## src/rtl/core/vrt_pkg.sv

```systemverilog
// Shared constants, types and command/status bundles of the voxel ray traversal block.
package vrt_pkg;

  localparam int COORD_BITS = 5;
  localparam int KIND_BITS  = 8;
  localparam int ADDR_BITS  = 3 * COORD_BITS;
  localparam int CELL_COUNT = 1 << ADDR_BITS;
  localparam int FRAC_BITS  = 16;
  localparam int ORG_BITS   = 23;
  localparam int DIR_BITS   = 18;
  localparam int MAG_BITS   = 18;
  localparam int MAXD_BITS  = 22;
  localparam int DIST_BITS  = 32;
  localparam int QUO_BITS   = 33;
  localparam int POS_BITS   = 8;
  localparam int IN_BITS    = 168;
  localparam int OUT_BITS   = 24;
  localparam int CNT_BITS   = 6;

  localparam logic [DIST_BITS-1:0] DIST_ONES = '1;

  typedef struct packed {
    logic                 capture;
    logic                 mem_we;
    logic                 mem_clear;
    logic [ADDR_BITS-1:0] clear_addr;
    logic [1:0]           axis;
    logic                 div_init;
    logic                 div_step;
    logic                 div_bit;
    logic                 mul;
    logic                 side_load;
    logic                 advance;
    logic                 res_hit;
    logic                 res_miss;
  } vrt_cmd_t;

  typedef struct packed {
    logic dist_over;
    logic in_grid;
    logic leaving;
    logic kind_nz;
  } vrt_stat_t;

endpackage

```

## src/rtl/core/vrt_ctrl.sv

```systemverilog
// Sequencer for clearing, writes, per-axis setup and the voxel walk.
module vrt_ctrl (
  input  logic               clk,
  input  logic               rst,
  input  logic               in_valid,
  input  logic               in_cast,
  output logic               in_ready,
  output logic               out_valid,
  input  logic               out_ready,
  input  vrt_pkg::vrt_stat_t stat,
  output vrt_pkg::vrt_cmd_t  cmd
);
  import vrt_pkg::*;

  localparam logic [2:0] S_CLEAR = 3'd0;
  localparam logic [2:0] S_IDLE  = 3'd1;
  localparam logic [2:0] S_DIV   = 3'd2;
  localparam logic [2:0] S_MUL   = 3'd3;
  localparam logic [2:0] S_SIDE  = 3'd4;
  localparam logic [2:0] S_TEST  = 3'd5;
  localparam logic [2:0] S_CHECK = 3'd6;

  logic [2:0]           state, state_next;
  logic [ADDR_BITS-1:0] clr, clr_next;
  logic [1:0]           axis, axis_next;
  logic [CNT_BITS-1:0]  cnt, cnt_next;
  logic                 out_valid_next;
  logic                 out_free;

  assign out_free = !out_valid || out_ready;
  assign in_ready = state == S_IDLE;

  always_comb begin
    state_next = state;
    clr_next   = clr;
    axis_next  = axis;
    cnt_next   = cnt;
    cmd        = '0;
    cmd.axis   = axis;
    cmd.clear_addr = clr;
    cmd.div_bit    = cnt == CNT_BITS'(QUO_BITS - 1);
    case (state)
      S_CLEAR: begin
        cmd.mem_we    = 1'b1;
        cmd.mem_clear = 1'b1;
        clr_next      = clr + 1'b1;
        if (clr == '1) begin
          state_next = S_IDLE;
        end
      end
      S_IDLE: begin
        if (in_valid) begin
          if (in_cast) begin
            cmd.capture  = 1'b1;
            cmd.div_init = 1'b1;
            axis_next    = 2'd0;
            cnt_next     = CNT_BITS'(QUO_BITS - 1);
            state_next   = S_DIV;
          end else begin
            cmd.mem_we = 1'b1;
          end
        end
      end
      S_DIV: begin
        cmd.div_step = 1'b1;
        cnt_next     = cnt - 1'b1;
        if (cnt == '0) begin
          state_next = S_MUL;
        end
      end
      S_MUL: begin
        cmd.mul    = 1'b1;
        state_next = S_SIDE;
      end
      S_SIDE: begin
        cmd.side_load = 1'b1;
        cmd.div_init  = 1'b1;
        cnt_next      = CNT_BITS'(QUO_BITS - 1);
        if (axis == 2'd2) begin
          state_next = S_TEST;
        end else begin
          axis_next  = axis + 1'b1;
          state_next = S_DIV;
        end
      end
      S_TEST: begin
        if (stat.dist_over || (!stat.in_grid && stat.leaving)) begin
          if (out_free) begin
            cmd.res_miss = 1'b1;
            state_next   = S_IDLE;
          end
        end else if (stat.in_grid) begin
          state_next = S_CHECK;
        end else begin
          cmd.advance = 1'b1;
        end
      end
      S_CHECK: begin
        if (stat.kind_nz) begin
          if (out_free) begin
            cmd.res_hit = 1'b1;
            state_next  = S_IDLE;
          end
        end else begin
          cmd.advance = 1'b1;
          state_next  = S_TEST;
        end
      end
      default: begin
        state_next = S_IDLE;
      end
    endcase
    if (cmd.res_hit || cmd.res_miss) begin
      out_valid_next = 1'b1;
    end else if (out_ready) begin
      out_valid_next = 1'b0;
    end else begin
      out_valid_next = out_valid;
    end
  end

  always_ff @(posedge clk) begin
    if (rst) begin
      state     <= S_CLEAR;
      clr       <= '0;
      axis      <= '0;
      cnt       <= '0;
      out_valid <= 1'b0;
    end else begin
      state     <= state_next;
      clr       <= clr_next;
      axis      <= axis_next;
      cnt       <= cnt_next;
      out_valid <= out_valid_next;
    end
  end

endmodule

```

## config.mk

```make
export PLATFORM = sky130hd
export DESIGN_NAME = vrt_ctrl
export DESIGN_NICKNAME = d
export VERILOG_FILES = /design/src/rtl/core/vrt_pkg.sv /design/src/rtl/core/vrt_ctrl.sv
export SDC_FILE = /design/constraint.sdc
export NUM_CORES = 1
export LEC_CHECK = 0
export BUFFER_PORTS_ARGS = -buffer_cell sky130_fd_sc_hd__buf_4
export CAP_MARGIN = 20
export CORE_MARGIN = 8
export CORE_UTILIZATION = 53
export DETAILED_ROUTE_END_ITERATION = 6
export GPL_ROUTABILITY_DRIVEN = 0
export HOLD_SLACK_MARGIN = 0.1
export PLACE_DENSITY = 0.87
export SETUP_SLACK_MARGIN = 0.1
export SYNTH_ARGS = -nofsm -noshare
export SYNTH_HDL_FRONTEND = slang
export SYNTH_SLANG_ARGS = --single-unit
```

## constraint.sdc

```tcl
create_clock -name clk -period 1.9 [get_ports clk]
set_clock_uncertainty 0.2 [all_clocks]
set_input_delay 0.285 -clock clk [delete_from_list [all_inputs] [get_ports clk]]
set_output_delay 0.285 -clock clk [all_outputs]
set_load 0.01 [all_outputs]
```

==> results.yml, run 1 <==
clock_tree:
  path_clk_slew_ps: 150
  cts_root_buf: "clkbuf_4"
  ctsLongestPathBuffers: 2
  cts_num_sinks: 27
  ctsHtreeMaxLevel: 1
  cts_inserted_buffers: 3
  tritoncts: "built"
  clock_latency_ps: 350
routing:
  wl_um: 6790
  antenna_left: 0
  first_pass_iters: 6
  route.vias.total: 1952
  first_iter_violations: 246
  avgViaCountPerCell: 6.30
  wl_per_cell_um: 21.9
  drcViolationCount: 0
pwr:
  peakVddDrop_mv: 0.858
  netSwitchingPower_mw: 1.14
  p_leak_nw: 1.14
  p_sw_frac: 0.412
  power.density_mw_per_mm2: 1050
  p_clk_frac: 0.097
  sequentialPowerShare: 0.292
  combPwrFrac: 0.611
  power.internal_mw: 1.63
floorplan:
  core_mm2: 0.00295
  die_y_um: 70.9
  row_count: 20
  die_area_mm2: 0.00502
  io_pins: 39
  start_util: 0.540
  die_x_um: 70.9
yosys:
  yosys.cell_count.top_type: "dfxtp_1"
  syn-cell-area_mm2: 0.00160
  synth_flop_cell: "dfxtp_1"
  yosysSeqAreaShare: 0.339
  async_flop_share: 0
  synthCells: 193
  synth_edf_count: 0
  ys_ff_latch: 27
  ys_warn_count: 0
  synth_nets: 206
  synth_area_leaders: "dfxtp_1 34%, nor2_1 5.4%, a21oi_1 5.0%"
  synth.avg_cell_area_um2: 8.27
  synth_common_cells: "27 x dfxtp_1, 23 x nor2_1, 16 x a21oi_1"
  ys_types: 51
  synth_top_area_frac: 0.339
  yosysTopAreaCell: "dfxtp_1"
place:
  portBuffers: 38
  hpwl_um: 3000
setup_path:
  cp-end-kind: "primary output"
  cp.arrival_ps: 1570
  cpMostUsedCell: "buf_4"
  path_class: "register to primary output"
  max_stage_delay_ps: 390
  crit_slowest_cell: "dfxtp_4"
  start_kind: "register"
  worstPathRequired_ps: 1410
  crit_fanout: 4
  path_cells: "buf_4 -> and2b_1 -> buf_6 -> nand2_4 -> o22ai_2 -> buf_4"
status:
  violations: "setup timing"
  status: "finished, violations left"
global_routing:
  grt_pass1_vias: 1745
  grt_first_pass_wirelength_um: 8080
  antenna_found_initial: 0
  track_usage: 0.192
  grt_max_degree: 27
  grt_overflow_total: 0
layout:
  antenna_cells: 0
  drive_gt1_frac: 0.549
  nets: 291
  area_growth_pct: 66.5
sta:
  worst_slew_pin_slew_ps: 346
  rsz0062_at_grt: "yes"
  finalSetupTns_ps: -719
  slew_headroom: 0.769
  finalWorstSetupSlack_ps: -151
  finalCriticalPeriod_ps: 2050
  drv_slew: 0
  clock.fmax_ghz: 0.488
  setup_viol: 14
  finalCritPeriodShare: 1.08
  hold-worst-slack_ps: 189
  hold_viol_final: 0
worst_hold_path:
  hp-class: "input pin to register"
run:
  maxCapViolations: 0
==> final timing paths <==
check,start,end,slack [ps],depth (start not counted)
max,state[0]$_SDFFE_PP0P_,cmd[2],-150,6
min,out_ready,out_valid$_SDFFE_PP0P_,190,3
max reg2reg,state[0]$_SDFFE_PP0P_,cnt[2]$_SDFFE_PP0P_,-120,8
min reg2reg,clr[1]$_SDFFE_PP0P_,clr[1]$_SDFFE_PP0P_,300,2
==> placed cells by master (no fill, tap or decap), drive strengths merged, types with 2 or more instances in the layout <==
cell type and n:
nor2 24, inv 14, o211ai 2, nand4 5, and3 2, a311oi 2, a31oi 2, nor3 5
nor4 4, xnor2 6, nand2 11, and4b 2, a21oi 16, ha 4, clkbuf 3, o31ai 4
nor2b 5, o21ai 6, buf 87, dfxtp 27, or2 2, or3 5, mux2 3, nand3 6
or4 4, or4b 2, xor2 5, nand2b 5
==> layout make-up <==
class | instances | area, um^2
Inverter | 14 | 55.1
Fill cell | 124 | 297
Clock buffer | 3 | 22.5
Sequential cell | 27 | 557
Timing Repair Buffer | 88 | 713
Tap cell | 33 | 41.3
Clock inverter | 1 | 5.00
Multi-Input combinational cell | 144 | 1260
==> registers in the layout (all words and copies together) (netlist names) <==
register / flops
cnt: 6
axis: 2
state: 3
out_valid: 1
clr: 15
==> routing by layer <==
layer / vias to the layer above / track usage / share of wire
met5: - / 0 / 0
met4: 0 / 0.0531 / 0.061
met3: 39 / 0.0565 / 0.088
met2: 139 / 0.329 / 0.47
met1: 918 / 0.224 / 0.38
li1: 856 / - / -
==> power by group through the flow <==
stage	Combinational (mW)	Sequential (mW)	Clock, mW
after floorplan	0.592	0.754	0
final	1.70	0.810	0.269
after CTS	1.19	0.774	0.250
after global routing	1.77	0.818	0.283
after global placement	0.852	0.779	0
after detailed placement	0.876	0.787	0
==> worst max-delay path: cells and delay by family (launching register included) <==
kind / cells / cell delay [ps]
simple gates: 2 / 290
compound gates: 1 / 130
buf+inv: 3 / 420
flops: 1 / 390
==> through the flow <==
stage                     cells  area (um^2)   util  setup WS [ps]  power, mW
after global routing        310         2660  0.900           -181       2.87
after detailed placement    273         2000  0.678          -2.67       1.66
after floorplan             193         1600      -            181       1.35
after CTS                   295         2300  0.781          -69.5       2.21
final                       310         2660  0.900           -151       2.78
after global placement      273         2000  0.678           58.1       1.63
==> cells by family (layout without fill, tap and decap cells) <==
| family | after synthesis | count (layout) | share of synthesized area |
|---|---|---|---|
| xor+xnor | 11 | 11 | 0.0604 |
| mux | 3 | 3 | 0.0212 |
| compound gates | 40 | 40 | 0.162 |
| buf+inv | 22 | 106 | 0.0620 |
| flops | 27 | 27 | 0.339 |
| fa+ha+maj | 4 | 4 | 0.0314 |
| simple gates | 86 | 86 | 0.324 |
==> what timing repair did <==
| item | 4_1_cts | 5_1_grt |
|---|---|---|
| cloned | 1 | 0 |
| pin swaps | 17 | 20 |
| gates resized for setup | 33 | 51 |
| setup endpoints to repair | 25 | 26 |
| hold buffers | 0 | 1 |
| setup buffers | 17 | 14 |
| endpoints found under the hold margin | 0 | 2 |
Note: power is estimated with default switching activity, not from simulation.
==> run 2: changes to the inputs <==
--- a/config.mk
+++ b/config.mk
@@ -13,7 +13,9 @@
 export GPL_ROUTABILITY_DRIVEN = 0
 export HOLD_SLACK_MARGIN = 0.1
 export PLACE_DENSITY = 0.87
+export REMOVE_ABC_BUFFERS = 1
 export SETUP_SLACK_MARGIN = 0.1
 export SYNTH_ARGS = -nofsm -noshare
 export SYNTH_HDL_FRONTEND = slang
 export SYNTH_SLANG_ARGS = --single-unit
+export TNS_END_PERCENT = 10
==> run 2 against run 1 <==
  * The flow still finishes with violations (setup timing)
  * Critical endpoint unchanged
  * Worst setup slack better by 48 ps
  * Total power down 25%
  * Count of clock-buffer cells in the layout up 1
  * Final area down 20%
  * Wire length down 38%
  * Non-clock buffer count down 38
  * Clock power down 7.4%
  * Maximum frequency up 2.4%
  * Sequential power down 0.5%
  * Final cell count down 12%
  * Register-to-register slack better by 170 ps
==> results.yml, run 2 (same netlist as run 1, synthesis figures left out) <==
global_routing:
  grt_overflow_total: 0
  grt_max_degree: 27
  antenna_found_initial: 0
  track_usage: 0.164
  grt_pass1_vias: 1568
  grt_first_pass_wirelength_um: 6860
sta:
  finalCritPeriodShare: 1.05
  finalSetupTns_ps: -182
  setup_viol: 4
  clock.fmax_ghz: 0.499
  finalCriticalPeriod_ps: 2000
  finalWorstSetupSlack_ps: -103
  hold_viol_final: 0
  drv_slew: 0
  worst_slew_pin_slew_ps: 495
  slew_headroom: 0.665
  rsz0062_at_grt: "yes"
setup_path:
  critPathLaunch: "state[0]$_SDFFE_PP0P_"
  crit_slowest_cell: "or4b_4"
  path_cells: "or4b_4 -> o22ai_2 -> buf_4"
  cp.arrival_ps: 1520
  r2r-end: "cnt[4]$_SDFFE_PP0P_"
  r2r_setup_slack_ps: 50
  max_stage_delay_ps: 490
  start_kind: "register"
  crit_fanout: 8
  path_class: "register to primary output"
  r2r_cells: 5
  r2r-start: "state[1]$_SDFFE_PP0P_"
  cp-end-kind: "primary output"
  worstPathRequired_ps: 1410
floorplan:
  die_area_mm2: 0.00502
  core_mm2: 0.00295
  die_x_um: 70.9
  die_y_um: 70.9
  start_util: 0.540
  row_count: 20
  io_pins: 39
routing:
  wl_um: 4180
  antenna_left: 0
  first_iter_violations: 78
  drcViolationCount: 0
  avgViaCountPerCell: 5.88
  wl_per_cell_um: 15.4
  route.vias.total: 1598
  first_pass_iters: 4
run:
  maxCapViolations: 0
layout:
  drive_gt1_frac: 0.389
  largest_reg_flops: 15
  nets: 253
  area_growth_pct: 33.5
  fin_cells: 272
  antenna_cells: 0
  top_regs: "clr: 15 flops, cnt: 6 flops, state: 3 flops"
  largest_register: "clr"
  final_common_cell: "buf_4"
  finalCoreUtilization: 0.721
  final_cell_mix: "45 x buf_4, 22 x nor2_1, 19 x dfxtp_1"
worst_hold_path:
  worst_hold_path.endpoint: "clr[9]$_SDFFE_PP0P_"
  hp-class: "input pin to register"
  hold_start: "rst"
  min_path_cells: 2
clock_tree:
  path_clk_slew_ps: 140
  tritoncts: "built"
  ctsHtreeMaxLevel: 1
  ctsHoldBuffers: 0
  clock_latency_ps: 320
  cts_inserted_buffers: 3
  cts_root_buf: "clkbuf_4"
  cts_num_sinks: 27
  ctsLongestPathBuffers: 2
pwr:
  power.density_mw_per_mm2: 971
  p_total_mw: 2.07
  peakVddDrop_mv: 0.760
  p_leak_nw: 0.856
place:
  dpl_worst_slack_ps: 58.6
  portBuffers: 38
  dp_cells: 266
  hpwl_um: 2900
status:
  status: "finished, violations left"
  violations: "setup timing"
-- run 2: cell types whose count changed in the layout (fill, tap and decap cells not counted), moves of 3 or more --
cell and change:
a21oi_1 +5, a21oi_2 -5, buf_4 -28, buf_6 -8, nand2b_1 +4, nand2b_4 -4, nor2_1 +3, nor2_4 -3
-- run 2: where the power goes --
part	internal [mW]	switching [mW]
Clock	0.0822	0.166
Sequential	0.681	0.124
Combinational	0.502	0.512
-- run 2: worst max path at each step --
stage,endpoint,slack [ps]
2_1_floorplan,cnt[1]$_SDFFE_PP0P_,10
3_3_place_gp,cnt[1]$_SDFFE_PP0P_,110
3_5_place_dp,cnt[1]$_SDFFE_PP0P_,60
4_1_cts,cmd[2],-80
5_1_grt,cmd[2],-150
6_report,cmd[2],-100
-- run 2: metrics by stage --
step | hold WS (ps) | cell area, um^2
finish | 104 | 2130
global placement | 273 | 1950
global route | 106 | 2130
floorplan | 154 | 1550
detailed placement | 290 | 1950
CTS | 104 | 2090
-- run 2: layout make-up --
| class | count | area, um^2 |
|---|---|---|
| tap | 33 | 41.3 |
| inverter | 14 | 57.6 |
| fill | 233 | 823 |
| multi-input combinational | 144 | 1050 |
| timing repair buffer | 50 | 398 |
| clock buffer | 4 | 26.3 |
| sequential | 27 | 558 |
-- run 2: repair_timing --
action                     in CTS  in global routing
pin swaps                       5                  2
setup endpoints to repair      17                 21
resized for setup              31                 12
buffers inserted                2                  0
-- run 2: per-layer routing --
layer | share of wire | track usage | up-vias | wire length [um]
met5 | 0 | 0 | - | 0
met4 | 0.013 | 0.0785 | 0 | 55
met2 | 0.50 | 0.288 | 57 | 2110
li1 | - | - | 779 | -
met1 | 0.42 | 0.183 | 758 | 1740
met3 | 0.067 | 0.0339 | 4 | 278
-- run 2: critical path, delay by kind of cell, from the launching register on --
family                 cells  cell delay [ps]
flip-flops                 1              420
buffers and inverters      1              140
AO/OA/AOI/OAI              1              150
AND/OR/NAND/NOR            1              490
